--- src/hw/rtl/fmbq_pkg.sv ---
// shared types, constants and index helpers for the front/middle/back queue
// no dependencies; used by fmbq_ctrl, the top level and the checker
package fmbq_pkg;

  localparam int HALF_DEPTH = 512;
  localparam int VALUE_W    = 32;
  localparam int KIND_W     = 3;
  localparam int IDX_W      = $clog2(HALF_DEPTH);
  localparam int CNT_W      = $clog2(HALF_DEPTH + 1);
  localparam int TOT_W      = CNT_W + 1;

  typedef logic [IDX_W-1:0]   idx_t;
  typedef logic [CNT_W-1:0]   cnt_t;
  typedef logic [TOT_W-1:0]   tot_t;
  typedef logic [VALUE_W-1:0] val_t;

  typedef enum logic [KIND_W-1:0] {
    KIND_PUSH_FRONT  = 3'd0,
    KIND_PUSH_MIDDLE = 3'd1,
    KIND_PUSH_BACK   = 3'd2,
    KIND_POP_FRONT   = 3'd3,
    KIND_POP_MIDDLE  = 3'd4,
    KIND_POP_BACK    = 3'd5
  } kind_t;

  // write data source: the request value or the other half's read data
  typedef enum logic {
    SRC_VALUE,
    SRC_PEER
  } src_t;

  typedef enum logic [1:0] {
    RES_NONE,
    RES_FRONT,
    RES_BACK
  } res_sel_t;

  // what one half's memory does for a request
  typedef struct packed {
    logic rd_en;
    idx_t rd_addr;
    logic wr_en;
    idx_t wr_addr;
    src_t wr_src;
  } port_plan_t;

  // decoded request: memory accesses, result and next pointers
  typedef struct packed {
    port_plan_t f;
    port_plan_t b;
    res_sel_t   res_sel;
    logic       was_empty;
    logic       was_full;
    idx_t       fh;
    cnt_t       fc;
    idx_t       bh;
    cnt_t       bc;
  } plan_t;

  // one port of a half memory
  typedef struct packed {
    logic en;
    logic we;
    idx_t addr;
    val_t wdata;
  } mem_req_t;

  typedef struct packed {
    logic valid;
    val_t value;
    logic was_empty;
    logic was_full;
  } result_t;

  // circular index helpers
  function automatic idx_t idx_inc(input idx_t i);
    return (i == idx_t'(HALF_DEPTH - 1)) ? '0 : i + idx_t'(1);
  endfunction

  function automatic idx_t idx_dec(input idx_t i);
    return (i == '0) ? idx_t'(HALF_DEPTH - 1) : i - idx_t'(1);
  endfunction

  function automatic idx_t idx_add(input idx_t h, input cnt_t c);
    tot_t s;
    s = tot_t'(h) + tot_t'(c);
    if (s >= tot_t'(HALF_DEPTH)) begin
      s = s - tot_t'(HALF_DEPTH);
    end
    return s[IDX_W-1:0];
  endfunction

endpackage

--- src/hw/rtl/fmbq_ctrl.sv ---
// request decoder and read/write-back sequencer for the two queue halves
// depends on fmbq_pkg; drives the two half memories instantiated at the top
module fmbq_ctrl import fmbq_pkg::*; (
  input  logic              clk,
  input  logic              rst_n,
  input  logic              req_valid,
  output logic              req_ready,
  input  logic [KIND_W-1:0] req_kind,
  input  val_t              req_value,
  output mem_req_t          f_req,
  input  val_t              f_rdata,
  output mem_req_t          b_req,
  input  val_t              b_rdata,
  output result_t           res,
  input  logic              res_ready
);

  typedef enum logic [1:0] {
    ST_IDLE,
    ST_READ,
    ST_WRITE
  } state_t;

  state_t state_r, state_nxt;
  plan_t  plan_r, plan_nxt;
  val_t   value_r;
  idx_t   fh_r, bh_r;
  cnt_t   fc_r, bc_r;

  idx_t  ft, flast, bt, blast, fh_dec, fh_inc, bh_dec, bh_inc;
  tot_t  total;
  logic  is_full, is_empty, f_gt, f_eq;
  logic  accept, commit;

  // pointer arithmetic on the current state
  always_comb begin
    ft       = idx_add(fh_r, fc_r);
    flast    = idx_dec(ft);
    bt       = idx_add(bh_r, bc_r);
    blast    = idx_dec(bt);
    fh_dec   = idx_dec(fh_r);
    fh_inc   = idx_inc(fh_r);
    bh_dec   = idx_dec(bh_r);
    bh_inc   = idx_inc(bh_r);
    total    = tot_t'(fc_r) + tot_t'(bc_r);
    is_full  = (total == tot_t'(2 * HALF_DEPTH));
    is_empty = (total == '0);
    f_gt     = (fc_r > bc_r);
    f_eq     = (fc_r == bc_r);
  end

  // decode a request into memory accesses and new pointers
  always_comb begin
    plan_nxt         = '0;
    plan_nxt.f.wr_src = SRC_VALUE;
    plan_nxt.b.wr_src = SRC_VALUE;
    plan_nxt.res_sel = RES_NONE;
    plan_nxt.fh      = fh_r;
    plan_nxt.fc      = fc_r;
    plan_nxt.bh      = bh_r;
    plan_nxt.bc      = bc_r;
    case (kind_t'(req_kind))
      KIND_PUSH_FRONT: begin
        if (is_full) begin
          plan_nxt.was_full = 1'b1;
        end else begin
          plan_nxt.f.wr_en   = 1'b1;
          plan_nxt.f.wr_addr = fh_dec;
          plan_nxt.fh        = fh_dec;
          if (f_gt) begin
            // front tail moves over to the back head first
            plan_nxt.f.rd_en   = 1'b1;
            plan_nxt.f.rd_addr = flast;
            plan_nxt.b.wr_en   = 1'b1;
            plan_nxt.b.wr_addr = bh_dec;
            plan_nxt.b.wr_src  = SRC_PEER;
            plan_nxt.bh        = bh_dec;
            plan_nxt.bc        = bc_r + cnt_t'(1);
          end else begin
            plan_nxt.fc = fc_r + cnt_t'(1);
          end
        end
      end
      KIND_PUSH_MIDDLE: begin
        if (is_full) begin
          plan_nxt.was_full = 1'b1;
        end else if (f_gt) begin
          // front tail moves to the back head, new value takes its slot
          plan_nxt.f.rd_en   = 1'b1;
          plan_nxt.f.rd_addr = flast;
          plan_nxt.f.wr_en   = 1'b1;
          plan_nxt.f.wr_addr = flast;
          plan_nxt.b.wr_en   = 1'b1;
          plan_nxt.b.wr_addr = bh_dec;
          plan_nxt.b.wr_src  = SRC_PEER;
          plan_nxt.bh        = bh_dec;
          plan_nxt.bc        = bc_r + cnt_t'(1);
        end else begin
          plan_nxt.f.wr_en   = 1'b1;
          plan_nxt.f.wr_addr = ft;
          plan_nxt.fc        = fc_r + cnt_t'(1);
        end
      end
      KIND_PUSH_BACK: begin
        if (is_full) begin
          plan_nxt.was_full = 1'b1;
        end else if (!f_eq) begin
          plan_nxt.b.wr_en   = 1'b1;
          plan_nxt.b.wr_addr = bt;
          plan_nxt.bc        = bc_r + cnt_t'(1);
        end else if (bc_r == '0) begin
          // both halves empty: the value lands straight in the front half
          plan_nxt.f.wr_en   = 1'b1;
          plan_nxt.f.wr_addr = ft;
          plan_nxt.fc        = fc_r + cnt_t'(1);
        end else begin
          // back head moves to the front tail, value goes to the back tail
          plan_nxt.b.rd_en   = 1'b1;
          plan_nxt.b.rd_addr = bh_r;
          plan_nxt.b.wr_en   = 1'b1;
          plan_nxt.b.wr_addr = bt;
          plan_nxt.f.wr_en   = 1'b1;
          plan_nxt.f.wr_addr = ft;
          plan_nxt.f.wr_src  = SRC_PEER;
          plan_nxt.bh        = bh_inc;
          plan_nxt.fc        = fc_r + cnt_t'(1);
        end
      end
      KIND_POP_FRONT: begin
        if (is_empty) begin
          plan_nxt.was_empty = 1'b1;
        end else begin
          plan_nxt.f.rd_en   = 1'b1;
          plan_nxt.f.rd_addr = fh_r;
          plan_nxt.res_sel   = RES_FRONT;
          plan_nxt.fh        = fh_inc;
          if (f_eq) begin
            plan_nxt.b.rd_en   = 1'b1;
            plan_nxt.b.rd_addr = bh_r;
            plan_nxt.f.wr_en   = 1'b1;
            plan_nxt.f.wr_addr = ft;
            plan_nxt.f.wr_src  = SRC_PEER;
            plan_nxt.bh        = bh_inc;
            plan_nxt.bc        = bc_r - cnt_t'(1);
          end else begin
            plan_nxt.fc = fc_r - cnt_t'(1);
          end
        end
      end
      KIND_POP_MIDDLE: begin
        if (is_empty) begin
          plan_nxt.was_empty = 1'b1;
        end else begin
          plan_nxt.f.rd_en   = 1'b1;
          plan_nxt.f.rd_addr = flast;
          plan_nxt.res_sel   = RES_FRONT;
          if (f_eq) begin
            // back head refills the slot just emptied
            plan_nxt.b.rd_en   = 1'b1;
            plan_nxt.b.rd_addr = bh_r;
            plan_nxt.f.wr_en   = 1'b1;
            plan_nxt.f.wr_addr = flast;
            plan_nxt.f.wr_src  = SRC_PEER;
            plan_nxt.bh        = bh_inc;
            plan_nxt.bc        = bc_r - cnt_t'(1);
          end else begin
            plan_nxt.fc = fc_r - cnt_t'(1);
          end
        end
      end
      KIND_POP_BACK: begin
        if (is_empty) begin
          plan_nxt.was_empty = 1'b1;
        end else if (bc_r == '0) begin
          // single item, held in the front half
          plan_nxt.f.rd_en   = 1'b1;
          plan_nxt.f.rd_addr = flast;
          plan_nxt.res_sel   = RES_FRONT;
          plan_nxt.fc        = fc_r - cnt_t'(1);
        end else begin
          plan_nxt.b.rd_en   = 1'b1;
          plan_nxt.b.rd_addr = blast;
          plan_nxt.res_sel   = RES_BACK;
          if (f_gt) begin
            plan_nxt.f.rd_en   = 1'b1;
            plan_nxt.f.rd_addr = flast;
            plan_nxt.b.wr_en   = 1'b1;
            plan_nxt.b.wr_addr = bh_dec;
            plan_nxt.b.wr_src  = SRC_PEER;
            plan_nxt.bh        = bh_dec;
            plan_nxt.fc        = fc_r - cnt_t'(1);
          end else begin
            plan_nxt.bc = bc_r - cnt_t'(1);
          end
        end
      end
      default: begin
      end
    endcase
  end

  // sequencer: accept, read the halves the plan names, write back and report
  assign req_ready = (state_r == ST_IDLE);
  assign accept    = req_valid && req_ready;
  assign commit    = (state_r == ST_WRITE) && res_ready;

  always_comb begin
    state_nxt = state_r;
    case (state_r)
      ST_IDLE: begin
        if (accept) begin
          state_nxt = ST_READ;
        end
      end
      ST_READ: begin
        state_nxt = ST_WRITE;
      end
      ST_WRITE: begin
        if (res_ready) begin
          state_nxt = ST_IDLE;
        end
      end
      default: begin
        state_nxt = ST_IDLE;
      end
    endcase
  end

  always_ff @(posedge clk) begin
    if (!rst_n) begin
      state_r <= ST_IDLE;
      fh_r    <= '0;
      fc_r    <= '0;
      bh_r    <= '0;
      bc_r    <= '0;
    end else begin
      state_r <= state_nxt;
      if (accept) begin
        plan_r  <= plan_nxt;
        value_r <= req_value;
      end
      if (commit) begin
        fh_r <= plan_r.fh;
        fc_r <= plan_r.fc;
        bh_r <= plan_r.bh;
        bc_r <= plan_r.bc;
      end
    end
  end

  // memory ports: reads in the read cycle, writes once the result can leave
  always_comb begin
    f_req = '0;
    b_req = '0;
    case (state_r)
      ST_READ: begin
        f_req.en   = plan_r.f.rd_en;
        f_req.addr = plan_r.f.rd_addr;
        b_req.en   = plan_r.b.rd_en;
        b_req.addr = plan_r.b.rd_addr;
      end
      ST_WRITE: begin
        f_req.en    = plan_r.f.wr_en && res_ready;
        f_req.we    = 1'b1;
        f_req.addr  = plan_r.f.wr_addr;
        f_req.wdata = (plan_r.f.wr_src == SRC_PEER) ? b_rdata : value_r;
        b_req.en    = plan_r.b.wr_en && res_ready;
        b_req.we    = 1'b1;
        b_req.addr  = plan_r.b.wr_addr;
        b_req.wdata = (plan_r.b.wr_src == SRC_PEER) ? f_rdata : value_r;
      end
      default: begin
      end
    endcase
  end

  // result of the request in flight
  always_comb begin
    res.valid     = (state_r == ST_WRITE);
    res.was_empty = plan_r.was_empty;
    res.was_full  = plan_r.was_full;
    case (plan_r.res_sel)
      RES_FRONT: res.value = f_rdata;
      RES_BACK:  res.value = b_rdata;
      default:   res.value = '1;
    endcase
  end

endmodule

--- config.mk ---
export PLATFORM = sky130hd
export DESIGN_NAME = fmbq_ctrl
export DESIGN_NICKNAME = d
export VERILOG_FILES = /design/src/hw/rtl/fmbq_pkg.sv /design/src/hw/rtl/fmbq_ctrl.sv
export SDC_FILE = /design/constraint.sdc
export NUM_CORES = 1
export LEC_CHECK = 0
export BUFFER_PORTS_ARGS = -buffer_cell sky130_fd_sc_hd__buf_4
export CORE_ASPECT_RATIO = 0.9
export CORE_MARGIN = 5
export CORE_UTILIZATION = 34
export DETAILED_ROUTE_END_ITERATION = 6
export SYNTH_ARGS = -nofsm -noshare
export SYNTH_HDL_FRONTEND = slang
export SYNTH_SLANG_ARGS = --single-unit
--- constraint.sdc ---
create_clock -name clk -period 10.21 [get_ports clk]
set_clock_uncertainty 0.15 [all_clocks]
set_input_delay 2.042 -clock clk [delete_from_list [all_inputs] [get_ports clk]]
set_output_delay 2.042 -clock clk [all_outputs]
set_load 0.01 [all_outputs]
==> metrics.csv <==
stage;metric;value;unit
routing;ant_nets;0;
synthesis;synth-edff-count;116;
sta;setup_viol_count_final;0;
sta;min_period_over_period;53.2;%
place;pre_cts_ws;4.78;ns
clocking;clk_latency;0.44;ns
synthesis;synth-seq-cells;156;
worst_setup_path;r2r_slack;5.26;ns
worst_setup_path;worstPathRequired;8.02;ns
grt;grtUsageMet1;28.7;%
sta;hold_ws;0.371;ns
sta;min_period;5.43;ns
power;irDropWorstVdd;0.000114;V
layout;stdcell_area;0.0145;mm2
layout;final_layout_size_suffix_gt1_share;20.5;%
sta;hold_viol;0;
layout;area_delta_synth_final;21.6;%
worst_setup_path;r2r-end;plan_r[20];
clocking;post_cts_resize_count;0;
synthesis;yosysMostFrequentCell;nand2_1;
clocking;numCtsBuffers;17;
layout;num-nets-final;1644;
die;start_util;34.2;%
grt;grt_util_met3;4.11;%
clocking;clk_pin_slew_worst_paths;0.07;ns
clocking;clockRootBuffer;clkbuf_16;
grt;grt_antenna_before_repair;2;
synthesis;ys_top_cells_by_count;nand2_1, edfxtp_1, nor2b_1, nor2_1, clkbuf_1;
sta;slew_headroom;16.1;%
place;place_area;0.0139;mm2
worst_setup_path;worstSetupStartpointType;input pin;
worst_setup_path;critPathMaxFanout;40;
routing;routed_wl;43000;um
die;die_area;0.0388;mm2
synthesis;synthArstFlopShare;0;%
synthesis;synth_cell_types;83;
sta;drv_slew;0;
sta;fmax;184;MHz
synthesis;synth.top_cell.area_share;29.3;%
routing;drc;0;
sta;tns;0;ns
synthesis;synth_flop_cell;edfxtp_1;
synthesis;synth_fp_nets;1480;
sta;worstMarginPinSlew;1.24;ns
synthesis;synth.avg_cell_area;9.03;um2
power;total_power;1.98;mW
routing;vias_per_cell;5.71;
clocking;postCtsSetupBuffers;0;
place;place_congestion;0.974;
worst_setup_path;cp-endpoint;b_req[42];
synthesis;synth_area;0.0119;mm2
routing;wl_per_cell;21.9;um
routing;vias;11200;
place;post-dp-hpwl;31700;um
sta;rsz0062_at_grt;no;
routing;drt_first_pass_iters;6;
die;die_h;187;um
grt;grt_use_total;21.2;%
grt;grt_pass1_wl;65900;um
worst_setup_path;arrival;3.24;ns
clocking;cts_tree;built;
synthesis;syn_inst;1318;
run;maxCapViolations;0;
die;io_pins;225;
grt;grt_pass1_vias;10700;
routing;drt_iter0_drc;1093;
worst_setup_path;critical_path_class;input pin to output port;
grt;grt_max_degree;89;
synthesis;yosysWarningCount;0;
clocking;cts_buffer_depth;2;
status;status;finished clean;
grt;top_usage_layer;met2;
grt;grtUsageMet2;34.8;%
place;io_buffers;224;
worst_setup_path;startpoint;res_ready;
worst_setup_path;worstRegToRegCells;11;
die;core;0.0348;mm2
die;rows;65;
grt;overflow;0;
clocking;cts_sinks;156;
worst_setup_path;r2r-start;bc_r[2];
worst_hold_path;hold_class;flip-flop to flip-flop;
clocking;cts_hold_repair.buffers;0;
synthesis;synth_top_area_cell;edfxtp_1;
power;total_leakage_power;5.81;nW
worst_setup_path;critPathCaptureType;output port;
sta;setup_ws;4.78;ns
layout;fillCellCount;3482;
synthesis;synthTopCellsByArea;edfxtp_1, dfxtp_1, ha_1;
clocking;cts_max_level;4;
die;die_w;207;um
power;power_density;137;mW/mm2
synthesis;ys_seq_area_share;36.0;%
-- final cells by class --
class / instances / area [um2] / area share [%]
diodes: 2 / 5.00 / 0.0346
clock inverters: 14 / 154 / 1.06
well taps: 469 / 587 / 4.05
inverters: 50 / 188 / 1.30
repair buffers: 237 / 1780 / 12.3
clock buffers: 18 / 429 / 2.96
flip-flops and latches: 156 / 4280 / 29.6
multi-input cells: 1020 / 7050 / 48.7
-- cells by family after synthesis --
group	after synthesis	share of synthesized area [%]
DFF	156	36.0
muxes	67	5.64
xor gates and xnor gates	56	4.12
adders and majority gates	59	6.39
and+or+nand+nor	455	19.4
AOI/OAI and AO/OA	383	23.6
buffers and inverters	142	4.84
-- worst min-delay path by stage --
| stage | from | end | slack (ns) | cells after the start |
|---|---|---|---|---|
| finish | plan_r[0] | bc_r[0] | 0.37 | 2 |
| global route | plan_r[26] | fc_r[7] | 0.39 | 2 |
| CTS | plan_r[0] | bc_r[0] | 0.37 | 2 |
| detailed placement | plan_r[17] | bh_r[7] | 0.36 | 2 |
| global placement | plan_r[36] | fh_r[7] | 0.35 | 2 |
| floorplan | fc_r[9] | fc_r[9] | 0.34 | 2 |
-- report_power, final --
group	total [mW]	switching [mW]	internal, mW
registers	0.754	0.0218	0.732
clock network	0.647	0.301	0.346
logic	0.581	0.362	0.219
total	1.98	0.685	1.30
-- metal layers --
layer | vias up | wire [um]
li1 | 5231 | -
met5 | - | 0
met1 | 5437 | 19000
met2 | 495 | 20100
met3 | 58 | 2720
met4 | 0 | 1180
-- state kept, by name, summed over array words and instances (netlist names) --
signal and count:
fh_r 9, state_r 2, value_r 32, bh_r 9
bc_r 10, plan_r 82, res 2, fc_r 10
-- worst max-delay path: stages --
cell,delay [ns]
buf_4,0.09
and2_1,0.12
buf_4,0.45
a22oi_1,0.13
nor2b_1,0.23
buf_4,0.16
-- per-stage QoR --
step | cells | utilization, %
after floorplan | 1318 | -
after global placement | 1932 | 39.9
after detailed placement | 1932 | 39.9
after CTS | 1964 | 41.6
after global routing | 1966 | 41.6
final | 1966 | 41.6
-- cells in the final DEF, fill, tap and decap left out, types with 11 or more instances in the layout --
cell | synthesis | routed
edfxtp_1 | 116 | 116
a21boi_0 | 38 | 38
ha_1 | 56 | 55
a22oi_1 | 30 | 30
buf_4 | 6 | 237
mux2i_1 | 67 | 67
inv_1 | 50 | 50
xor2_1 | 19 | 19
nor2_1 | 78 | 78
dfxtp_1 | 40 | 40
nand2_1 | 135 | 134
o211ai_1 | 17 | 17
o22ai_1 | 18 | 18
a211oi_1 | 13 | 13
o21ai_0 | 57 | 57
nand2b_1 | 11 | 11
clkbuf_16 | 0 | 17
a211o_1 | 12 | 12
nand3_1 | 28 | 28
or3_1 | 12 | 12
xnor2_1 | 37 | 37
nor2b_1 | 95 | 95
a31oi_1 | 12 | 12
a221o_1 | 35 | 35
a21oi_1 | 51 | 51
nor3_1 | 31 | 31
Note: power is estimated with default switching activity, not from simulation.
